## config.mk

```make
export PLATFORM = sky130hd
export DESIGN_NAME = dhcp_client_reply_parser
export DESIGN_NICKNAME = d
export VERILOG_FILES = /design/src/rtl/dcrp_pkg.sv /design/src/rtl/dcrp_hdr.sv /design/src/rtl/dcrp_opt.sv /design/src/rtl/dhcp_client_reply_parser.sv
export SDC_FILE = /design/constraint.sdc
export NUM_CORES = 1
export LEC_CHECK = 0
export ABC_AREA = 1
export BUFFER_PORTS_ARGS = -buffer_cell sky130_fd_sc_hd__buf_2
export CAP_MARGIN = 20
export CELL_PAD_IN_SITES_DETAIL_PLACEMENT = 0
export CELL_PAD_IN_SITES_GLOBAL_PLACEMENT = 1
export CORE_MARGIN = 1
export CORE_UTILIZATION = 35
export DETAILED_ROUTE_END_ITERATION = 12
export GPL_TIMING_DRIVEN = 0
export PLACE_DENSITY = 0.69
export SLEW_MARGIN = 20
export SYNTH_ARGS = -nofsm -noshare
export SYNTH_HDL_FRONTEND = slang
export SYNTH_SLANG_ARGS = --single-unit
```

## constraint.sdc

```tcl
create_clock -name clk -period 33.7 [get_ports clk]
set_input_delay 5.055 -clock clk [delete_from_list [all_inputs] [get_ports clk]]
set_output_delay 5.055 -clock clk [all_outputs]
set_load 0.1 [all_outputs]
```

## src/rtl/dcrp_pkg.sv

```systemverilog
// ----------------------------------------------------------------------------
// dcrp_pkg
// Shared types and constants for the DHCP client reply parser.
// ----------------------------------------------------------------------------
package dcrp_pkg;

	localparam int unsigned MIN_REPLY_BYTES = 240;
	localparam int unsigned MAX_COUNT_BYTES = 2047;
	localparam int unsigned COUNT_W         = 11;

	localparam logic [COUNT_W-1:0] OPTIONS_START = COUNT_W'(240);
	localparam logic [COUNT_W-1:0] POS_OP        = COUNT_W'(0);
	localparam logic [COUNT_W-1:0] POS_XID_END   = COUNT_W'(7);
	localparam logic [COUNT_W-1:0] POS_YI_END    = COUNT_W'(19);
	localparam logic [COUNT_W-1:0] POS_COOKIE_END = COUNT_W'(239);
	localparam logic [COUNT_W-1:0] COUNT_MAX     = COUNT_W'(MAX_COUNT_BYTES);
	localparam logic [COUNT_W-1:0] COUNT_MIN     = COUNT_W'(MIN_REPLY_BYTES);

	localparam logic [31:0] XID_RESET = 32'h1234_5678;
	localparam logic [31:0] COOKIE    = 32'h6382_5363;
	localparam logic [7:0]  OP_REPLY  = 8'd2;

	// option codes
	localparam logic [7:0] OPT_PAD    = 8'd0;
	localparam logic [7:0] OPT_MASK   = 8'd1;
	localparam logic [7:0] OPT_ROUTER = 8'd3;
	localparam logic [7:0] OPT_DNS    = 8'd6;
	localparam logic [7:0] OPT_LEASE  = 8'd51;
	localparam logic [7:0] OPT_TYPE   = 8'd53;
	localparam logic [7:0] OPT_SERVER = 8'd54;
	localparam logic [7:0] OPT_END    = 8'd255;

	// message types
	localparam logic [7:0] MSG_OFFER = 8'd2;
	localparam logic [7:0] MSG_ACK   = 8'd5;
	localparam logic [7:0] MSG_NAK   = 8'd6;

	typedef enum logic [1:0] {
		REQ_BYTE    = 2'd0,
		REQ_START   = 2'd1,
		REQ_RELEASE = 2'd2,
		REQ_NONE    = 2'd3
	} req_t;

	typedef enum logic [1:0] {
		PH_INIT       = 2'd0,
		PH_SELECTING  = 2'd1,
		PH_REQUESTING = 2'd2,
		PH_BOUND      = 2'd3
	} phase_t;

	typedef enum logic [1:0] {
		OPH_CODE  = 2'd0,
		OPH_LEN   = 2'd1,
		OPH_VALUE = 2'd2,
		OPH_DONE  = 2'd3
	} opt_phase_t;

	typedef enum logic [2:0] {
		ACT_IGNORED  = 3'd0,
		ACT_DISCOVER = 3'd1,
		ACT_REQUEST  = 3'd2,
		ACT_BOUND    = 3'd3,
		ACT_RESTART  = 3'd4,
		ACT_RELEASED = 3'd5
	} action_t;

	// step control from the top level to the parsing units
	typedef struct packed {
		logic byte_en;
		logic clear;
	} ctl_t;

	typedef struct packed {
		logic [7:0]  kind;
		logic [31:0] mask;
		logic [31:0] router;
		logic [31:0] dns;
		logic [31:0] lease;
		logic [31:0] server;
	} opt_fields_t;

	typedef struct packed {
		action_t     action;
		logic [7:0]  message_kind;
		logic [31:0] client_address;
		logic [31:0] server_address;
		logic [31:0] subnet_mask;
		logic [31:0] gateway_address;
		logic [31:0] dns_address;
		logic [31:0] lease_seconds;
		logic [31:0] transaction_out;
		logic        is_bound;
	} result_t;

endpackage

```

## src/rtl/dcrp_hdr.sv

```systemverilog
// ----------------------------------------------------------------------------
// dcrp_hdr
// Byte counter, fixed header checks (op, transaction id, cookie) and yiaddr capture.
// ----------------------------------------------------------------------------
module dcrp_hdr (
	input  logic                         clk,
	input  logic                         arst_n,
	input  dcrp_pkg::ctl_t               ctl,
	input  logic [7:0]                   data_byte,
	input  logic [31:0]                  xid,
	output logic                         in_opts,
	output logic                         len_ok,
	output logic                         hdr_ok_n,
	output logic [31:0]                  yiaddr_n
);

	logic [dcrp_pkg::COUNT_W-1:0] idx_q, idx_n;
	logic                         ok_q;
	logic [31:0]                  shift_q, shift_n;
	logic [31:0]                  yi_q;

	assign in_opts = (idx_q >= dcrp_pkg::OPTIONS_START);

	always_comb begin
		idx_n    = idx_q;
		shift_n  = shift_q;
		hdr_ok_n = ok_q;
		yiaddr_n = yi_q;
		if (ctl.byte_en) begin
			if (idx_q != dcrp_pkg::COUNT_MAX) begin
				idx_n = idx_q + 1'b1;
			end
			if (!in_opts) begin
				shift_n = {shift_q[23:0], data_byte};
				if (idx_q == dcrp_pkg::POS_OP && data_byte != dcrp_pkg::OP_REPLY) begin
					hdr_ok_n = 1'b0;
				end
				if (idx_q == dcrp_pkg::POS_XID_END && shift_n != xid) begin
					hdr_ok_n = 1'b0;
				end
				if (idx_q == dcrp_pkg::POS_YI_END) begin
					yiaddr_n = shift_n;
				end
				if (idx_q == dcrp_pkg::POS_COOKIE_END && shift_n != dcrp_pkg::COOKIE) begin
					hdr_ok_n = 1'b0;
				end
			end
		end
	end

	assign len_ok = (idx_n >= dcrp_pkg::COUNT_MIN);

	always_ff @(posedge clk or negedge arst_n) begin
		if (!arst_n) begin
			idx_q   <= '0;
			ok_q    <= 1'b1;
			shift_q <= '0;
			yi_q    <= '0;
		end else if (ctl.clear) begin
			idx_q   <= '0;
			ok_q    <= 1'b1;
			shift_q <= '0;
			yi_q    <= '0;
		end else begin
			idx_q   <= idx_n;
			ok_q    <= hdr_ok_n;
			shift_q <= shift_n;
			yi_q    <= yiaddr_n;
		end
	end

endmodule

```

## src/rtl/dcrp_opt.sv

```systemverilog
// ----------------------------------------------------------------------------
// dcrp_opt
// Option TLV walker; keeps the fields of options that arrived complete.
// ----------------------------------------------------------------------------
module dcrp_opt (
	input  logic                  clk,
	input  logic                  arst_n,
	input  dcrp_pkg::ctl_t        ctl,
	input  logic                  in_opts,
	input  logic [7:0]            data_byte,
	output dcrp_pkg::opt_fields_t fields_n
);

	dcrp_pkg::opt_phase_t  ph_q, ph_n;
	logic [7:0]            code_q, code_n;
	logic [7:0]            rem_q, rem_n;
	logic [7:0]            len_q, len_n;
	logic [31:0]           val_q, val_n;
	dcrp_pkg::opt_fields_t fields_q;
	logic                  apply;
	logic                  full;
	logic [7:0]            used;

	always_comb begin
		ph_n   = ph_q;
		code_n = code_q;
		rem_n  = rem_q;
		len_n  = len_q;
		val_n  = val_q;
		apply  = 1'b0;
		used   = len_q - rem_q;
		if (ctl.byte_en && in_opts) begin
			unique case (ph_q)
				dcrp_pkg::OPH_CODE: begin
					if (data_byte == dcrp_pkg::OPT_END) begin
						ph_n = dcrp_pkg::OPH_DONE;
					end else if (data_byte != dcrp_pkg::OPT_PAD) begin
						code_n = data_byte;
						ph_n   = dcrp_pkg::OPH_LEN;
					end
				end
				dcrp_pkg::OPH_LEN: begin
					len_n = data_byte;
					rem_n = data_byte;
					val_n = '0;
					// a zero-length option sets no field
					ph_n  = (data_byte == 8'd0) ? dcrp_pkg::OPH_CODE : dcrp_pkg::OPH_VALUE;
				end
				dcrp_pkg::OPH_VALUE: begin
					if (used < 8'd4) begin
						val_n = {val_q[23:0], data_byte};
					end
					rem_n = rem_q - 8'd1;
					if (rem_n == 8'd0) begin
						apply = 1'b1;
						ph_n  = dcrp_pkg::OPH_CODE;
					end
				end
				dcrp_pkg::OPH_DONE: begin
				end
				default: begin
				end
			endcase
		end
	end

	// apply a finished option; value holds at most its first four bytes
	always_comb begin
		fields_n = fields_q;
		full     = (len_q >= 8'd4);
		if (apply) begin
			case (code_q)
				dcrp_pkg::OPT_TYPE: begin
					if (full) begin
						fields_n.kind = val_n[31:24];
					end else begin
						case (len_q[1:0])
							2'd1:    fields_n.kind = val_n[7:0];
							2'd2:    fields_n.kind = val_n[15:8];
							2'd3:    fields_n.kind = val_n[23:16];
							default: fields_n.kind = fields_q.kind;
						endcase
					end
				end
				dcrp_pkg::OPT_MASK:   if (full) fields_n.mask   = val_n;
				dcrp_pkg::OPT_ROUTER: if (full) fields_n.router = val_n;
				dcrp_pkg::OPT_DNS:    if (full) fields_n.dns    = val_n;
				dcrp_pkg::OPT_LEASE:  if (full) fields_n.lease  = val_n;
				dcrp_pkg::OPT_SERVER: if (full) fields_n.server = val_n;
				default: begin
				end
			endcase
		end
	end

	always_ff @(posedge clk or negedge arst_n) begin
		if (!arst_n) begin
			ph_q     <= dcrp_pkg::OPH_CODE;
			code_q   <= '0;
			rem_q    <= '0;
			len_q    <= '0;
			val_q    <= '0;
			fields_q <= '0;
		end else if (ctl.clear) begin
			ph_q     <= dcrp_pkg::OPH_CODE;
			code_q   <= '0;
			rem_q    <= '0;
			len_q    <= '0;
			val_q    <= '0;
			fields_q <= '0;
		end else begin
			ph_q     <= ph_n;
			code_q   <= code_n;
			rem_q    <= rem_n;
			len_q    <= len_n;
			val_q    <= val_n;
			fields_q <= fields_n;
		end
	end

endmodule

```

## src/rtl/dhcp_client_reply_parser.sv

```systemverilog
// ----------------------------------------------------------------------------
// dhcp_client_reply_parser
// DHCP client: start/release events and a streamed reply payload, judged at
// the last byte against the client phase.
// ----------------------------------------------------------------------------
//  channel | handshake          | payload
//  in      | in_valid, in_stall | req_type, data_byte, last_byte
//  out     | out_valid, out_stall | action, message_kind, client_address,
//          |                    | server_address, subnet_mask, gateway_address,
//          |                    | dns_address, lease_seconds, transaction_out, is_bound
//
// One word per cycle while in_stall is low: a word is taken into the input
// register, processed once the output register can take it, and its result
// (if any) sits in the output register after; out_valid rises with it.
// in_stall rises only while the output register is full and stalled.
// Reset leaves the client in init with transaction id 0x12345678.
// ----------------------------------------------------------------------------
module dhcp_client_reply_parser (
	input  logic        clk,
	input  logic        arst_n,
	input  logic        in_valid,
	output logic        in_stall,
	input  logic [1:0]  req_type,
	input  logic [7:0]  data_byte,
	input  logic        last_byte,
	output logic        out_valid,
	input  logic        out_stall,
	output logic [2:0]  action,
	output logic [7:0]  message_kind,
	output logic [31:0] client_address,
	output logic [31:0] server_address,
	output logic [31:0] subnet_mask,
	output logic [31:0] gateway_address,
	output logic [31:0] dns_address,
	output logic [31:0] lease_seconds,
	output logic [31:0] transaction_out,
	output logic        is_bound
);

	logic                  valid_s1;
	dcrp_pkg::req_t        req_s1;
	logic [7:0]            byte_s1;
	logic                  last_s1;

	logic                  out_valid_q;
	dcrp_pkg::result_t     res_q, res_n;
	logic                  res_en;

	dcrp_pkg::phase_t      phase_q, phase_n;
	logic [31:0]           xid_q, xid_n;
	logic                  lease_q, lease_n;

	logic                  advance, go;
	dcrp_pkg::ctl_t        ctl;
	logic                  in_opts, len_ok, hdr_ok_n;
	logic [31:0]           yiaddr_n;
	dcrp_pkg::opt_fields_t fields_n;

	assign advance  = !out_valid_q || !out_stall;
	assign in_stall = valid_s1 && !advance;
	assign go       = valid_s1 && advance;

	always_ff @(posedge clk or negedge arst_n) begin
		if (!arst_n) begin
			valid_s1 <= 1'b0;
		end else if (!in_stall) begin
			valid_s1 <= in_valid;
		end
	end

	always_ff @(posedge clk) begin
		if (!in_stall && in_valid) begin
			req_s1  <= dcrp_pkg::req_t'(req_type);
			byte_s1 <= data_byte;
			last_s1 <= last_byte;
		end
	end

	always_comb begin
		ctl.byte_en = go && (req_s1 == dcrp_pkg::REQ_BYTE);
		ctl.clear   = go && ((req_s1 == dcrp_pkg::REQ_START) ||
			(req_s1 == dcrp_pkg::REQ_RELEASE) ||
			(req_s1 == dcrp_pkg::REQ_BYTE && last_s1));
	end

	dcrp_hdr u_hdr (
		.clk       (clk),
		.arst_n    (arst_n),
		.ctl       (ctl),
		.data_byte (byte_s1),
		.xid       (xid_q),
		.in_opts   (in_opts),
		.len_ok    (len_ok),
		.hdr_ok_n  (hdr_ok_n),
		.yiaddr_n  (yiaddr_n)
	);

	dcrp_opt u_opt (
		.clk       (clk),
		.arst_n    (arst_n),
		.ctl       (ctl),
		.in_opts   (in_opts),
		.data_byte (byte_s1),
		.fields_n  (fields_n)
	);

	// client state and the result word
	always_comb begin
		phase_n = phase_q;
		xid_n   = xid_q;
		lease_n = lease_q;
		res_en  = 1'b0;
		res_n   = '0;
		res_n.action = dcrp_pkg::ACT_IGNORED;
		if (go) begin
			unique case (req_s1)
				dcrp_pkg::REQ_START: begin
					xid_n        = xid_q + 32'd1;
					phase_n      = dcrp_pkg::PH_SELECTING;
					res_n.action = dcrp_pkg::ACT_DISCOVER;
					res_en       = 1'b1;
				end
				dcrp_pkg::REQ_RELEASE: begin
					res_en = 1'b1;
					if (lease_q) begin
						lease_n      = 1'b0;
						phase_n      = dcrp_pkg::PH_INIT;
						res_n.action = dcrp_pkg::ACT_RELEASED;
					end
				end
				dcrp_pkg::REQ_BYTE: begin
					if (last_s1) begin
						res_en = 1'b1;
						if (len_ok && hdr_ok_n) begin
							res_n.message_kind    = fields_n.kind;
							res_n.client_address  = yiaddr_n;
							res_n.server_address  = fields_n.server;
							res_n.subnet_mask     = fields_n.mask;
							res_n.gateway_address = fields_n.router;
							res_n.dns_address     = fields_n.dns;
							res_n.lease_seconds   = fields_n.lease;
							if (fields_n.kind == dcrp_pkg::MSG_OFFER &&
								phase_q == dcrp_pkg::PH_SELECTING) begin
								phase_n      = dcrp_pkg::PH_REQUESTING;
								res_n.action = dcrp_pkg::ACT_REQUEST;
							end else if (fields_n.kind == dcrp_pkg::MSG_ACK &&
								phase_q == dcrp_pkg::PH_REQUESTING) begin
								phase_n      = dcrp_pkg::PH_BOUND;
								lease_n      = 1'b1;
								res_n.action = dcrp_pkg::ACT_BOUND;
							end else if (fields_n.kind == dcrp_pkg::MSG_NAK) begin
								phase_n      = dcrp_pkg::PH_INIT;
								res_n.action = dcrp_pkg::ACT_RESTART;
							end
						end
					end
				end
				default: begin
				end
			endcase
		end
		res_n.transaction_out = xid_n;
		res_n.is_bound        = (phase_n == dcrp_pkg::PH_BOUND);
	end

	always_ff @(posedge clk or negedge arst_n) begin
		if (!arst_n) begin
			phase_q     <= dcrp_pkg::PH_INIT;
			xid_q       <= dcrp_pkg::XID_RESET;
			lease_q     <= 1'b0;
			out_valid_q <= 1'b0;
		end else begin
			phase_q <= phase_n;
			xid_q   <= xid_n;
			lease_q <= lease_n;
			if (advance) begin
				out_valid_q <= res_en;
			end
		end
	end

	always_ff @(posedge clk) begin
		if (res_en) begin
			res_q <= res_n;
		end
	end

	assign out_valid       = out_valid_q;
	assign action          = res_q.action;
	assign message_kind    = res_q.message_kind;
	assign client_address  = res_q.client_address;
	assign server_address  = res_q.server_address;
	assign subnet_mask     = res_q.subnet_mask;
	assign gateway_address = res_q.gateway_address;
	assign dns_address     = res_q.dns_address;
	assign lease_seconds   = res_q.lease_seconds;
	assign transaction_out = res_q.transaction_out;
	assign is_bound        = res_q.is_bound;

endmodule
```

==> impl.org, run 1 <==
** Synthesis
- Sequential share of the synthesized area :: 65.2%
- The number of different library cells used by synthesis comes to 56.
- The share of synthesized area in the top cell type comes to 32.9%.
- The mapped netlist covers 24,100 sq um.
- Number of synthesis warnings :: 0
- Post-synth EDFFs :: about 250
- Async S/R FF share, synth :: a little under three fifths
- Mean Syn Cell Area :: 10.2 sq um
- Number of synthesized register bits :: ~580
- Counting every instance in the synthesized netlist gives 2,359.
- Among all flip-flop cells after synthesis, the most frequent one is dfrtp_1.
- The number of nets in the synthesized netlist is 2,392.
- Library cell with the largest summed area after synthesis :: dfrtp_1
- After synthesis, the cell types taking the most area are dfrtp_1, edfxtp_1, nor2_1.

** Layout
- 0 antenna diodes ended up in the layout.
- The net count of the finished layout is between 2,000 and 3,000.
- Area delta synth->final :: 19.7%
- The post-route netlist has ~16% of its cells at a drive strength greater than 1.
- At the end of the flow the core is filled with cells to 42.6%.
- The finished cells cover 28,800 sq um.

** Die
- Initial Utilization :: 35.6%
- Floorplan Core Area :: 67,600 sq um
- Width of the die :: about 260 um
- Top-level port count :: 253
- Total Die Area :: 69,900 sq um
- Placement row count :: 95
- Measured along the y axis, the die boundary spans around 260 um.

** Run
- Across the run, the number of max-cap violations was 0.

** Global routing
- Global routing finished with a remaining overflow of 0.
- Wire length of the first global-routing pass :: roughly 110,000 um
- Via count of the first global-routing pass :: ~18,000
- The number of antenna violations at the first check in global routing was 0.
- Met2 routing resource usage after global routing :: 33.3%
- Pin count of the biggest net entering global routing :: 93
- Global routing used 20.1% of the available tracks across all layers.
- In this run the most used layer during global routing was met2.
- In the global route stage, met1 resource usage came out at a little over a quarter.
- Global routing used under 10% of the available met3 tracks.

** Clock network
- Clock Root Buffer :: clkbuf_16
- The H-tree was split into 2 levels.
- TritonCTS built the clock tree.
- Num Clock Sinks :: 578
- The clock reaches the later pin of the worst-skew pair after around 0.7 ns.
- In this run, post-CTS repair resized a total of 0 instances.
- Clock buffers created by TritonCTS :: 60
- After clock tree synthesis, the clock-pin slew on the worst setup and hold paths is ~0.060 ns.
- In this run the deepest clock path goes through 3 buffers.
- After clock tree synthesis, the setup repair step added 0 buffers.
- Count of hold-fix buffers inserted at cts :: 0

** Status
- Result of the run :: completed

** Timing
- Final setup viols :: 0
- RSZ-0062 raised after global routing :: false
- Measured against its own limit, the worst slew margin works out to between 20% and 30%.
- Fin Clk Skew :: about 0.077 ns
- Final min period :: 10.80 ns
- Slew Limit Fails :: 0
- Fin crit share :: 32.0%
- Final-report hold violation count :: 0
- Max Clk Rate :: 92.6 MHz
- For the pin with the worst max-slew slack, the measured transition is 1.14 ns.
- For the final routed database, the setup TNS stands at 0 ns.

** Critical path
- Start point of the critical path :: out_stall
- The cell that appears most often on the critical path is buf_2.
- The worst setup path is launched from an input pin.
- Arrival time reported for the critical path endpoint :: between 5 and 6 ns
- For this design, the slowest cell found on the critical path is buf_2.
- Required time worst endpoint :: roughly 29 ns
- Critical R2R Launch :: req_s1[0]
- Of all nets on the critical path, the largest fanout is 3.
- CP Class :: input pin to output port
- Critical Path, Cell by Cell :: buf_2 > nand3_1 > inv_1 > buf_2
- Stage delay of the slowest cell on the critical path :: ~0.42 ns
- The worst setup path is captured at an output port.

** Detailed routing
- Wire length per cell after detailed routing :: 19.4 um
- The count of nets left with antenna violations once routing finished came out at 0.
- DRC violation count after routing :: 0
- In this run, the number of DRC markers left after iteration 0 of detailed routing was 1,581.
- In the routed layout, each cell is associated on average with a via count of about 5.0.
- The detailed router placed 17,934 vias in this run.
- Sum of routed wire length over all layers :: around 70,000 um
- Before antenna repair, the detailed router went through 5 iterations.

** Placed design
- The placed instances occupy a cell area of 26,800 sq um.
- Number of buffers inserted by port buffering :: around 250
- Routability-driven placement finished with a final weighted congestion of 0.872.
- Estimated wirelength of the detail-placed design :: 50,200 um

** Power
- Leakage power :: roughly 12 nW
- IR drop worst, VDD :: 0.0458 mV
- Power density of the placed cells :: 66.2 nW/um^2

** Min path
- Path class of the lowest-slack min-delay path :: register to register
- Start point of the worst hold path :: u_hdr.ok_q
-- logic make-up (layout without fill, tap and decap cells) --
family | count (synthesis) | after routing | synth area share [%]
buffers and inverters | 281 | 661 | 4.56
adders and majority gates | 18 | 18 | 0.935
DFF | 578 | 578 | 65.2
muxes | 36 | 36 | 1.52
and+or+nand+nor | 1078 | 1078 | 18.6
xor gates and xnor gates | 61 | 61 | 2.22
AOI/OAI and AO/OA | 307 | 307 | 6.91
-- cell usage in the layout, fill, tap and decap left out, types with 11 or more instances in the layout --
cell and count:
nor4_1 13, dfstp_2 14, xnor2_1 31, nand4_1 39, clkinv_1 11, inv_1 171, o21ai_0 218, mux2i_1 32
dfrtp_1 317, clkbuf_1 95, edfxtp_1 247, ha_1 18, buf_2 253, nor2_1 501, nor3_1 19, xor2_1 30
nand2_1 386, clkbuf_16 60, nand3_1 79, a21oi_1 54
-- flip-flops by register name, indices dropped and copies added, names as in the netlist, 8 cells and up --
register,cells
byte_s1,8
client_address,32
dns_address,32
gateway_address,32
lease_seconds,32
message_kind,8
server_address,32
subnet_mask,32
transaction_out,32
u_hdr.idx_q,11
u_hdr.shift_q,24
u_hdr.yi_q,32
u_opt.code_q,8
u_opt.fields_q,168
u_opt.len_q,8
u_opt.rem_q,8
u_opt.val_q,32
xid_q,32
-- per-stage QoR --
step           cells  total power, W  setup slack [ns]  hold slack, ns
3_5_place_dp    3497         0.00125             22.90           0.461
6_report        3612         0.00191             22.90           0.465
4_1_cts         3611         0.00192             22.90           0.466
3_3_place_gp    3484         0.00125             11.97           0.452
5_1_grt         3612         0.00199             22.87           0.471
2_1_floorplan   2359         0.00115             17.15           0.442
-- cells in the mapped netlist (all sizes together) (7+ instances only) --
library cell	count
a21oi	58
ha	18
edfxtp	247
o211ai	7
nor4	14
nor3	23
nand3	81
nor2	513
buf	11
xnor2	31
nand4	40
clkbuf	90
xor2	30
dfrtp	317
mux2i	32
nand2	396
o21ai	225
inv	176
dfstp	14
-- area by class of cell --
cell class | instances | area [sq um]
fillers | 6456 | 38800
flip-flops and latches | 578 | 15700
multi-input cells | 1500 | 7290
repair buffers | 266 | 1600
clock buffers | 69 | 1580
well taps | 873 | 1090
inverters | 180 | 682
clock inverters | 45 | 458
plain buffers | 101 | 417
-- power by group --
group	total [W]	switching, W	leakage [nW]	internal (W)
logic	0.000412	0.000326	4.69	0.0000862
clock network	0.000677	0.000303	0.973	0.000374
registers	0.000821	0.0000353	6.84	0.000786
total	0.00191	0.000664	12.5	0.00125
-- routing by layer --
metal	wire (um)	vias up	share of wire, %
met5	0	-	0
met1	31500	8919	45
li1	-	8451	-
met4	1820	0	2.6
met2	33600	456	48
met3	3280	108	4.7
-- worst paths after layout --
path	slack [ns]	depth (start not counted)	end
max in group asynchronous	28.02	3	u_opt.fields_q[49]
hold reg to reg	0.46	2	u_hdr.ok_q
min in group asynchronous	4.36	1	xid_q[23]
setup reg to reg	29.01	15	message_kind[7]
setup / recovery	22.90	4	in_stall
hold / removal	0.46	2	u_hdr.ok_q
-- worst max-delay path: cells and delay by family --
kind / cells / cell delay (ns)
buf+inv: 3 / 0.58
simple gates: 1 / 0.11
Note: power is estimated with default switching activity, not from simulation.
==> inputs of run 2 (changes only) <==
==> constraint.sdc (replaced) <==
create_clock -name clk -period 11.1 [get_ports clk]
set_input_delay 1.665 -clock clk [delete_from_list [all_inputs] [get_ports clk]]
set_output_delay 1.665 -clock clk [all_outputs]
set_load 0.1 [all_outputs]
==> run 2 against run 1 <==
Compared with the run above: via count decreased by 0.36%; flip-flop and latch count unchanged; clock power increased to 3.1 times the previous value; sequential power rose to 3.0 times the previous value; clock skew decreased by 0.031 ns; critical path type is now input pin to register; highest routed layer unchanged.
==> impl.org, run 2 (synthesized netlist as in run 1, its figures left out) <==
** Layout
- Largest register FFs :: 168 (unchanged)
- Most flop-heavy register :: u_opt.fields_q
- Leaving out fill and tap cells, the most frequent cell in the layout is nor2_1.
- The number of fill cells in the layout was 6,520 (+0.99%).
- The final core utilization is 42.6% (about the same).
- The share of cells above drive strength 1 is 16.1% (-0.25 points).
- Post-layout net count :: 2,719 (-0.037%)
- Most frequent cells in the layout :: nor2_1, nand2_1, dfrtp_1
- Layout Cells excl Fill :: 3,612 (unchanged)
- Area delta synth->final :: 19.7% (about the same)

** Global routing
- The first-pass GRT wire length came to 107,000 um (-0.26%).
- The total routing resource utilization after global routing came to 20.0% (-0.084 points).
- Remaining global-route overflow :: 0 (unchanged)
- Pin count of the biggest net entering global routing :: 92 (-1.1%)
- The number of antenna violations at the first check in global routing came to 0 (unchanged).
- Via count of the first global-routing pass :: 18,146 (+0.34%)

** Critical path
- CP Class :: input pin to register
- The critical path starts at out_stall.
- Critical path endpoint category :: register
- The register-to-register setup slack is 6.27 ns (-22.74 ns).
- Worst R2R End :: message_kind[7]
- Cell with the largest stage delay on the worst path :: clkbuf_1
- The length in cells of the worst reg-to-reg path came to 15 (unchanged).
- The worst setup path is launched from an input pin.
- Largest delay share family, worst path :: buffers and inverters
- The critical path's largest stage delay was 0.81 ns (+0.39 ns).
- Cell type with the highest occurrence count on the critical path :: nor2_1
- Largest fanout on the critical path :: 10 (+7)
- The critical path goes through buf_2 > nand2_2 > nand2_4 > nor2_2 > inv_1 > nor2_1 > nand2_1 > xor2_1 > o31ai_1 > nand3_1 > nor2_1 > inv_1 > clkbuf_1 > clkbuf_1 > nor2_1.
- The most critical setup path has its endpoint at message_kind[7].
- The endpoint required time on the critical path came to 11.41 ns (-17.23 ns).
- Arrival time reported for the critical path endpoint :: 5.59 ns (-0.15 ns)
- The buffer and inverter count on the worst path came to 5 (+2).
- Depth of the critical timing path with buffers and inverters included :: 15 (+11)
- Critical R2R Launch :: req_s1[0]

** Die
- Width of the die :: 264 um (unchanged)
- The total I/O pin count came to 253 (unchanged).
- Floorplan Core Area :: 67,600 sq um (unchanged)
- The chip height is 264 um (unchanged).
- The die area is 69,900 sq um (unchanged).
- Initial Utilization :: 35.6% (unchanged)
- Placement row count :: 95 (unchanged)

** Detailed routing
- Final ANT Viol Nets :: 0 (unchanged)
- The detail-routed via count per cell came to 4.95 (-0.36%).
- First-iteration detailed-routing DRC count :: 1,521 (-3.8%)
- The detailed-router iteration count before antenna repair came to 5 (unchanged).
- Routed vias :: 17,869 (-0.36%)
- The detailed-route DRC error count was 0 (unchanged).
- The average detailed-routed wire length per instance is 19.3 um (-0.79%).
- The total routed wirelength came to 69,600 um (-0.79%).

** Timing
- The hold slack is 0.462 ns (-0.00308 ns).
- Sum of negative setup slack :: 0 ns (unchanged)
- Max Clk Rate :: 189 MHz
- Transition time of the tightest slew-check pin :: 1.10 ns (-0.0397 ns)
- The number of max-slew violations in the final report came to 0 (unchanged).
- The number of endpoints with negative hold slack in the final report came to 0 (unchanged).
- Fin crit share :: a little under half
- The worst path in the final design needs a cycle of between 5 and 6 ns, including I/O delays and setup.
- The setup clock skew after layout is 0.0463 ns (-0.0308 ns).
- Setup repair after global routing left no endpoint under its margin.
- Relative slew slack :: 26.6% (+2.7 points)
- The total of endpoints with negative setup slack in the final report came to 0 (unchanged).

** Clock network
- Worst skew pair latency :: 0.65 ns (-0.03 ns)
- The number of buffers inserted for hold repair after clock tree synthesis came to 0 (unchanged).
- Maximum buffer depth of the clock tree :: 3 (unchanged)
- Resize count post-CTS :: 0 (unchanged)
- TritonCTS built the clock tree.
- Num Clock Sinks :: 578 (unchanged)
- Clock Root Buffer :: clkbuf_16
- The clock transition time at the flip-flop clock pins of the worst setup and hold paths came to 0.06 ns (about the same).
- The count of H-tree levels built during CTS is 2 (unchanged).
- Clock buffers created by TritonCTS :: 60 (unchanged)
- Buffer count from post-CTS setup fixing :: 0 (unchanged)

** Placed design
- Global placement routability congestion :: 0.909 (+4.2%)
- The HPWL after detailed placement was 50,000 um (-0.49%).
- The count of placed standard cells including taps came to 3,497 (unchanged).
- Number of buffers inserted by port buffering :: 252 (unchanged)

** Run
- The max-capacitance violation count came to 0 (unchanged).

** Status
- Result of the run :: completed

** Power
- Power density of the placed cells :: 202 nW/um^2 (+200%)
- Leakage power :: 12.5 nW (about the same)
- Total chip power :: 0.00582 W (+200%)
- The worst voltage drop across the vdd grid is 0.131 mV (+190%).

** Min path
- The hold-critical path depth came to 2 (unchanged).
- The path class of the tightest hold or removal check is register to register.
==> run 2: worst min path at each step <==
stage / start / endpoint / slack [ns]
2_1_floorplan: u_hdr.ok_q / u_hdr.ok_q / 0.44
3_3_place_gp: u_hdr.ok_q / u_hdr.ok_q / 0.45
3_5_place_dp: u_hdr.ok_q / u_hdr.ok_q / 0.45
4_1_cts: u_hdr.ok_q / u_hdr.ok_q / 0.46
5_1_grt: u_hdr.ok_q / u_hdr.ok_q / 0.50
6_report: u_hdr.ok_q / u_hdr.ok_q / 0.46
==> run 2: where the power goes <==
part,internal [W],switching (W),total [W]
Clock,0.00120,0.000880,0.00208
Sequential,0.00239,0.000107,0.00249
Combinational,0.000262,0.000986,0.00125
Total,0.00385,0.00197,0.00582
==> run 2: metal layers <==
layer / up-vias / wire (um) / global-route usage (%)
li1: 8440 / - / -
met1: 8831 / 31400 / 27.5
met2: 493 / 33200 / 33.0
met3: 105 / 3280 / 2.66
met4: 0 / 1770 / 5.86
met5: - / 0 / 0
==> run 2: final cells by class <==
type / instances / area, sq um / share of cell area [%]
sequential: 578 / 15700 / 54.5
multi-input combinational: 1500 / 7290 / 25.3
clock buffer: 76 / 1610 / 5.59
timing repair buffer: 265 / 1590 / 5.52
tap: 873 / 1090 / 3.79
inverter: 180 / 682 / 2.36
clock inverter: 38 / 433 / 1.50
buffer: 101 / 418 / 1.45
antenna: 1 / 2.50 / 0.00868
==> run 2: tightest hold or removal path: cells and delay by family, from the launching register on <==
kind	cells	cell delay, ns
flip-flops	1	0.37
AND/OR/NAND/NOR	2	0.09
==> run 2: metrics by stage <==
step           setup slack [ns]  area (sq um)
2_1_floorplan              1.94         24100
3_3_place_gp              -1.46         26400
3_5_place_dp               5.20         26800
4_1_cts                    5.87         28800
5_1_grt                    5.69         28800
6_report                   5.82         28800
==> inputs of run 3 (changes only) <==
--- a/config.mk
+++ b/config.mk
@@ -14,7 +14,7 @@
 export CORE_UTILIZATION = 35
 export DETAILED_ROUTE_END_ITERATION = 12
 export GPL_TIMING_DRIVEN = 0
-export PLACE_DENSITY = 0.69
+export PLACE_DENSITY = 0.72
 export SLEW_MARGIN = 20
 export SYNTH_ARGS = -nofsm -noshare
 export SYNTH_HDL_FRONTEND = slang
==> constraint.sdc (replaced) <==
create_clock -name clk -period 4.7 [get_ports clk]
set_input_delay 0.705 -clock clk [delete_from_list [all_inputs] [get_ports clk]]
set_output_delay 0.705 -clock clk [all_outputs]
set_load 0.1 [all_outputs]
==> run 3 against run 2 <==
Compared with the run above: flip-flop and latch count stayed put; global-route usage down 0.34 points; sequential power is 140% higher; non-clock buffer count is 3 higher; wire length down 1.7%; via count about the same; clock power grew to 2.5 times the previous value; critical endpoint is now message_kind[5]; largest cell class unchanged; largest power group unchanged; highest routed layer unchanged.
==> impl.org, run 3 (synthesized netlist as in run 1, its figures left out) <==
** Die
- Width of the die :: 264 um (unchanged)
- Initial Utilization :: 35.6% (unchanged)
- Placement row count :: 95 (unchanged)
- Top-level port count :: 253 (unchanged)
- The chip height was 264 um (unchanged).
- The core region area is 67,600 sq um (unchanged).
- Total Die Area :: 69,900 sq um (unchanged)

** Layout
- The final cell count without fillers came to 3,614 (+0.055%).
- Ant. Diodes :: 0 (-1)
- Most frequent cells in the layout :: nor2_1, nand2_1, dfrtp_1
- The area growth from synthesis to layout is 20.7%.
- Most flop-heavy register :: u_opt.fields_q
- The area of all placed cells without fillers came to 29,100 sq um (+0.84%).
- The final layout net count came to 2,722 (+0.11%).
- Leading cell type in the layout, fill and taps excluded :: nor2_1
- The share of cells above drive strength 1 was 16.6% (+0.53 points).
- The flip-flop count of the largest register after layout came to 168 (unchanged).

** Detailed routing
- Sum of routed wire length over all layers :: 68,500 um (-1.7%)
- The initial detailed-routing violation count was 1,307 (-14%).
- Wire length per cell after detailed routing :: 18.9 um (-1.7%)
- DRC violation count after routing :: 0 (unchanged)
- Vias per std cell :: 4.95 (about the same)
- The detailed-router iteration count before antenna repair was 5 (unchanged).
- Routed vias :: 17,876 (+0.039%)
- Final ANT Viol Nets :: 0 (unchanged)

** Clock network
- The total number of clock tree sinks is 578 (unchanged).
- Worst skew pair latency :: 0.65 ns (about the same)
- Maximum buffer depth of the clock tree :: 3 (unchanged)
- TritonCTS built the clock tree.
- Number of H-tree branching levels :: 2 (unchanged)
- Buffer count from post-CTS setup fixing :: 0 (unchanged)
- The number of buffers inserted during clock tree synthesis was 60 (unchanged).
- The clock transition time at the flip-flop clock pins of the worst setup and hold paths was 0.06 ns (about the same).
- Clock Root Buffer :: clkbuf_16

** Timing
- Max Clk Rate :: about 240 MHz
- The transition time of the tightest slew-check pin was 0.999 ns (-0.0973 ns).
- Setup repair after global routing left no endpoint under its margin.
- The minimum setup slack in the final design was 0.522 ns (-5.30 ns).
- Final-report hold violation count :: 0 (unchanged)
- The total of endpoints with negative setup slack in the final report came to 0 (unchanged).
- Counting I/O delays and the setup requirement, the final critical path takes about 4.2 ns.
- Dividing the final minimum period by the clock period gives slightly below 90%.
- The number of max-slew violations in the final report was 0 (unchanged).
- Fin Clk Skew :: 0.0452 ns (-0.00103 ns)
- Relative slew slack :: 33.2% (+6.5 points)

** Min path
- Path class of the lowest-slack min-delay path :: input pin to register

** Status
- Result of the run :: completed

** Power
- The leakage power is 12.6 nW (+0.96%).
- IR drop worst, VDD :: 0.276 mV (+110%)
- Power density of the placed cells :: 484 nW/um^2 (+140%)

** Global routing
- Pin count of the biggest net entering global routing :: 90 (-2.2%)
- The sum of overflow across all layers after global routing came to 0 (unchanged).
- The total routing resource utilization after global routing came to 19.7% (-0.34 points).
- The first-pass GRT wire length was 105,000 um (-1.7%).
- Via count of the first global-routing pass :: 18,206 (+0.33%)
- The number of antenna violations at the first check in global routing came to 0 (unchanged).

** Placed design
- Estimated wirelength of the detail-placed design :: 50,000 um (about the same)
- The area of placed instances was 26,900 sq um (+0.34%).
- Number of placed instances, taps included :: 3,499 (+0.057%)
- The setup slack at placement came to -0.0493 ns (-5.24 ns).
- The number of input and output port buffers inserted came to 252 (unchanged).
- Global placement routability congestion :: 0.880 (-3.2%)

** Run
- Maximum capacitance violations :: 0 (unchanged)

** Critical path
- Arrival time reported for the critical path endpoint :: 4.57 ns (-1.02 ns)
- Required time worst endpoint :: 5.10 ns (-6.31 ns)
- Startpoint kind of the worst setup timing path :: register
- The worst setup path is captured at a register.
- The critical path is of the register to register type.
- The maximum fanout count along the critical path came to 10 (unchanged).
-- run 3: cell types whose count changed in the layout (fill, tap and decap cells not counted), sizes merged --
cell,delta
inv,-3
clkinv,+4
dlygate4sd3,+1
bufinv,+6
diode,-1
buf,+2
clkbuf,-4
clkinvlp,-3
-- run 3: metrics by stage --
stage	total power, W	hold slack [ns]	utilization (%)	TNS, ns
2_1_floorplan	0.00821	0.409	-	-121.67
3_3_place_gp	0.00887	0.456	39.2	-1649.72
3_5_place_dp	0.00894	0.458	39.7	-0.0679
4_1_cts	0.0142	0.213	43.0	0
5_1_grt	0.0146	0.227	43.0	0
6_report	0.0141	0.246	43.0	0
-- run 3: area by class of cell --
type,instances,area (sq um)
clock inverter,42,609
buffer,101,439
multi-input combinational,1500,7310
sequential,578,15700
fill,6395,38600
tap,873,1090
inverter,180,682
clock buffer,72,1580
timing repair buffer,268,1650
-- run 3: path summary, 6_finish.rpt --
path	endpoint	startpoint	slack [ns]	depth (start not counted)
max reg2reg	message_kind[5]	req_s1[0]	0.52	15
min reg2reg	u_hdr.ok_q	u_hdr.ok_q	0.46	2
max in group asynchronous	u_opt.fields_q[27]	arst_n	3.04	4
min	byte_s1[6]	data_byte[6]	0.25	1
max	message_kind[5]	req_s1[0]	0.52	15
min in group asynchronous	xid_q[24]	arst_n	0.55	2
-- run 3: timing repair --
| item | 4_1_cts | 5_1_grt |
|---|---|---|
| endpoints found under the hold margin | 34 | 0 |
| hold buffers | 1 | 0 |
| endpoints found under the setup margin | 0 | 66 |
| gates resized for setup | 0 | 7 |
-- run 3: per-layer routing --
layer	share of wire, %	global-route usage (%)	routed length [um]
met1	42	25.4	28700
met4	3.2	6.68	2210
met3	6.1	3.41	4150
met2	49	33.3	33400
met5	0	0	0
-- run 3: critical path, stage by stage (launching register included) --
cell	delay [ns]
edfxtp_1	0.42
inv_1	0.13
ha_1	0.21
inv_1	0.10
nor2_2	0.28
inv_1	0.19
nor2_2	0.37
nand2_1	0.12
xor2_1	0.18
o31ai_1	0.32
nand3_1	0.19
nor2_1	0.20
inv_1	0.08
clkbuf_2	0.35
clkbuf_1	0.39
nor2_1	0.42
-- run 3: report_power, final --
group	leakage, nW	total (W)	switching, W	internal [W]
Clock	1.06	0.00521	0.00209	0.00312
Sequential	6.83	0.00589	0.000256	0.00564
Combinational	4.73	0.00296	0.00233	0.000630
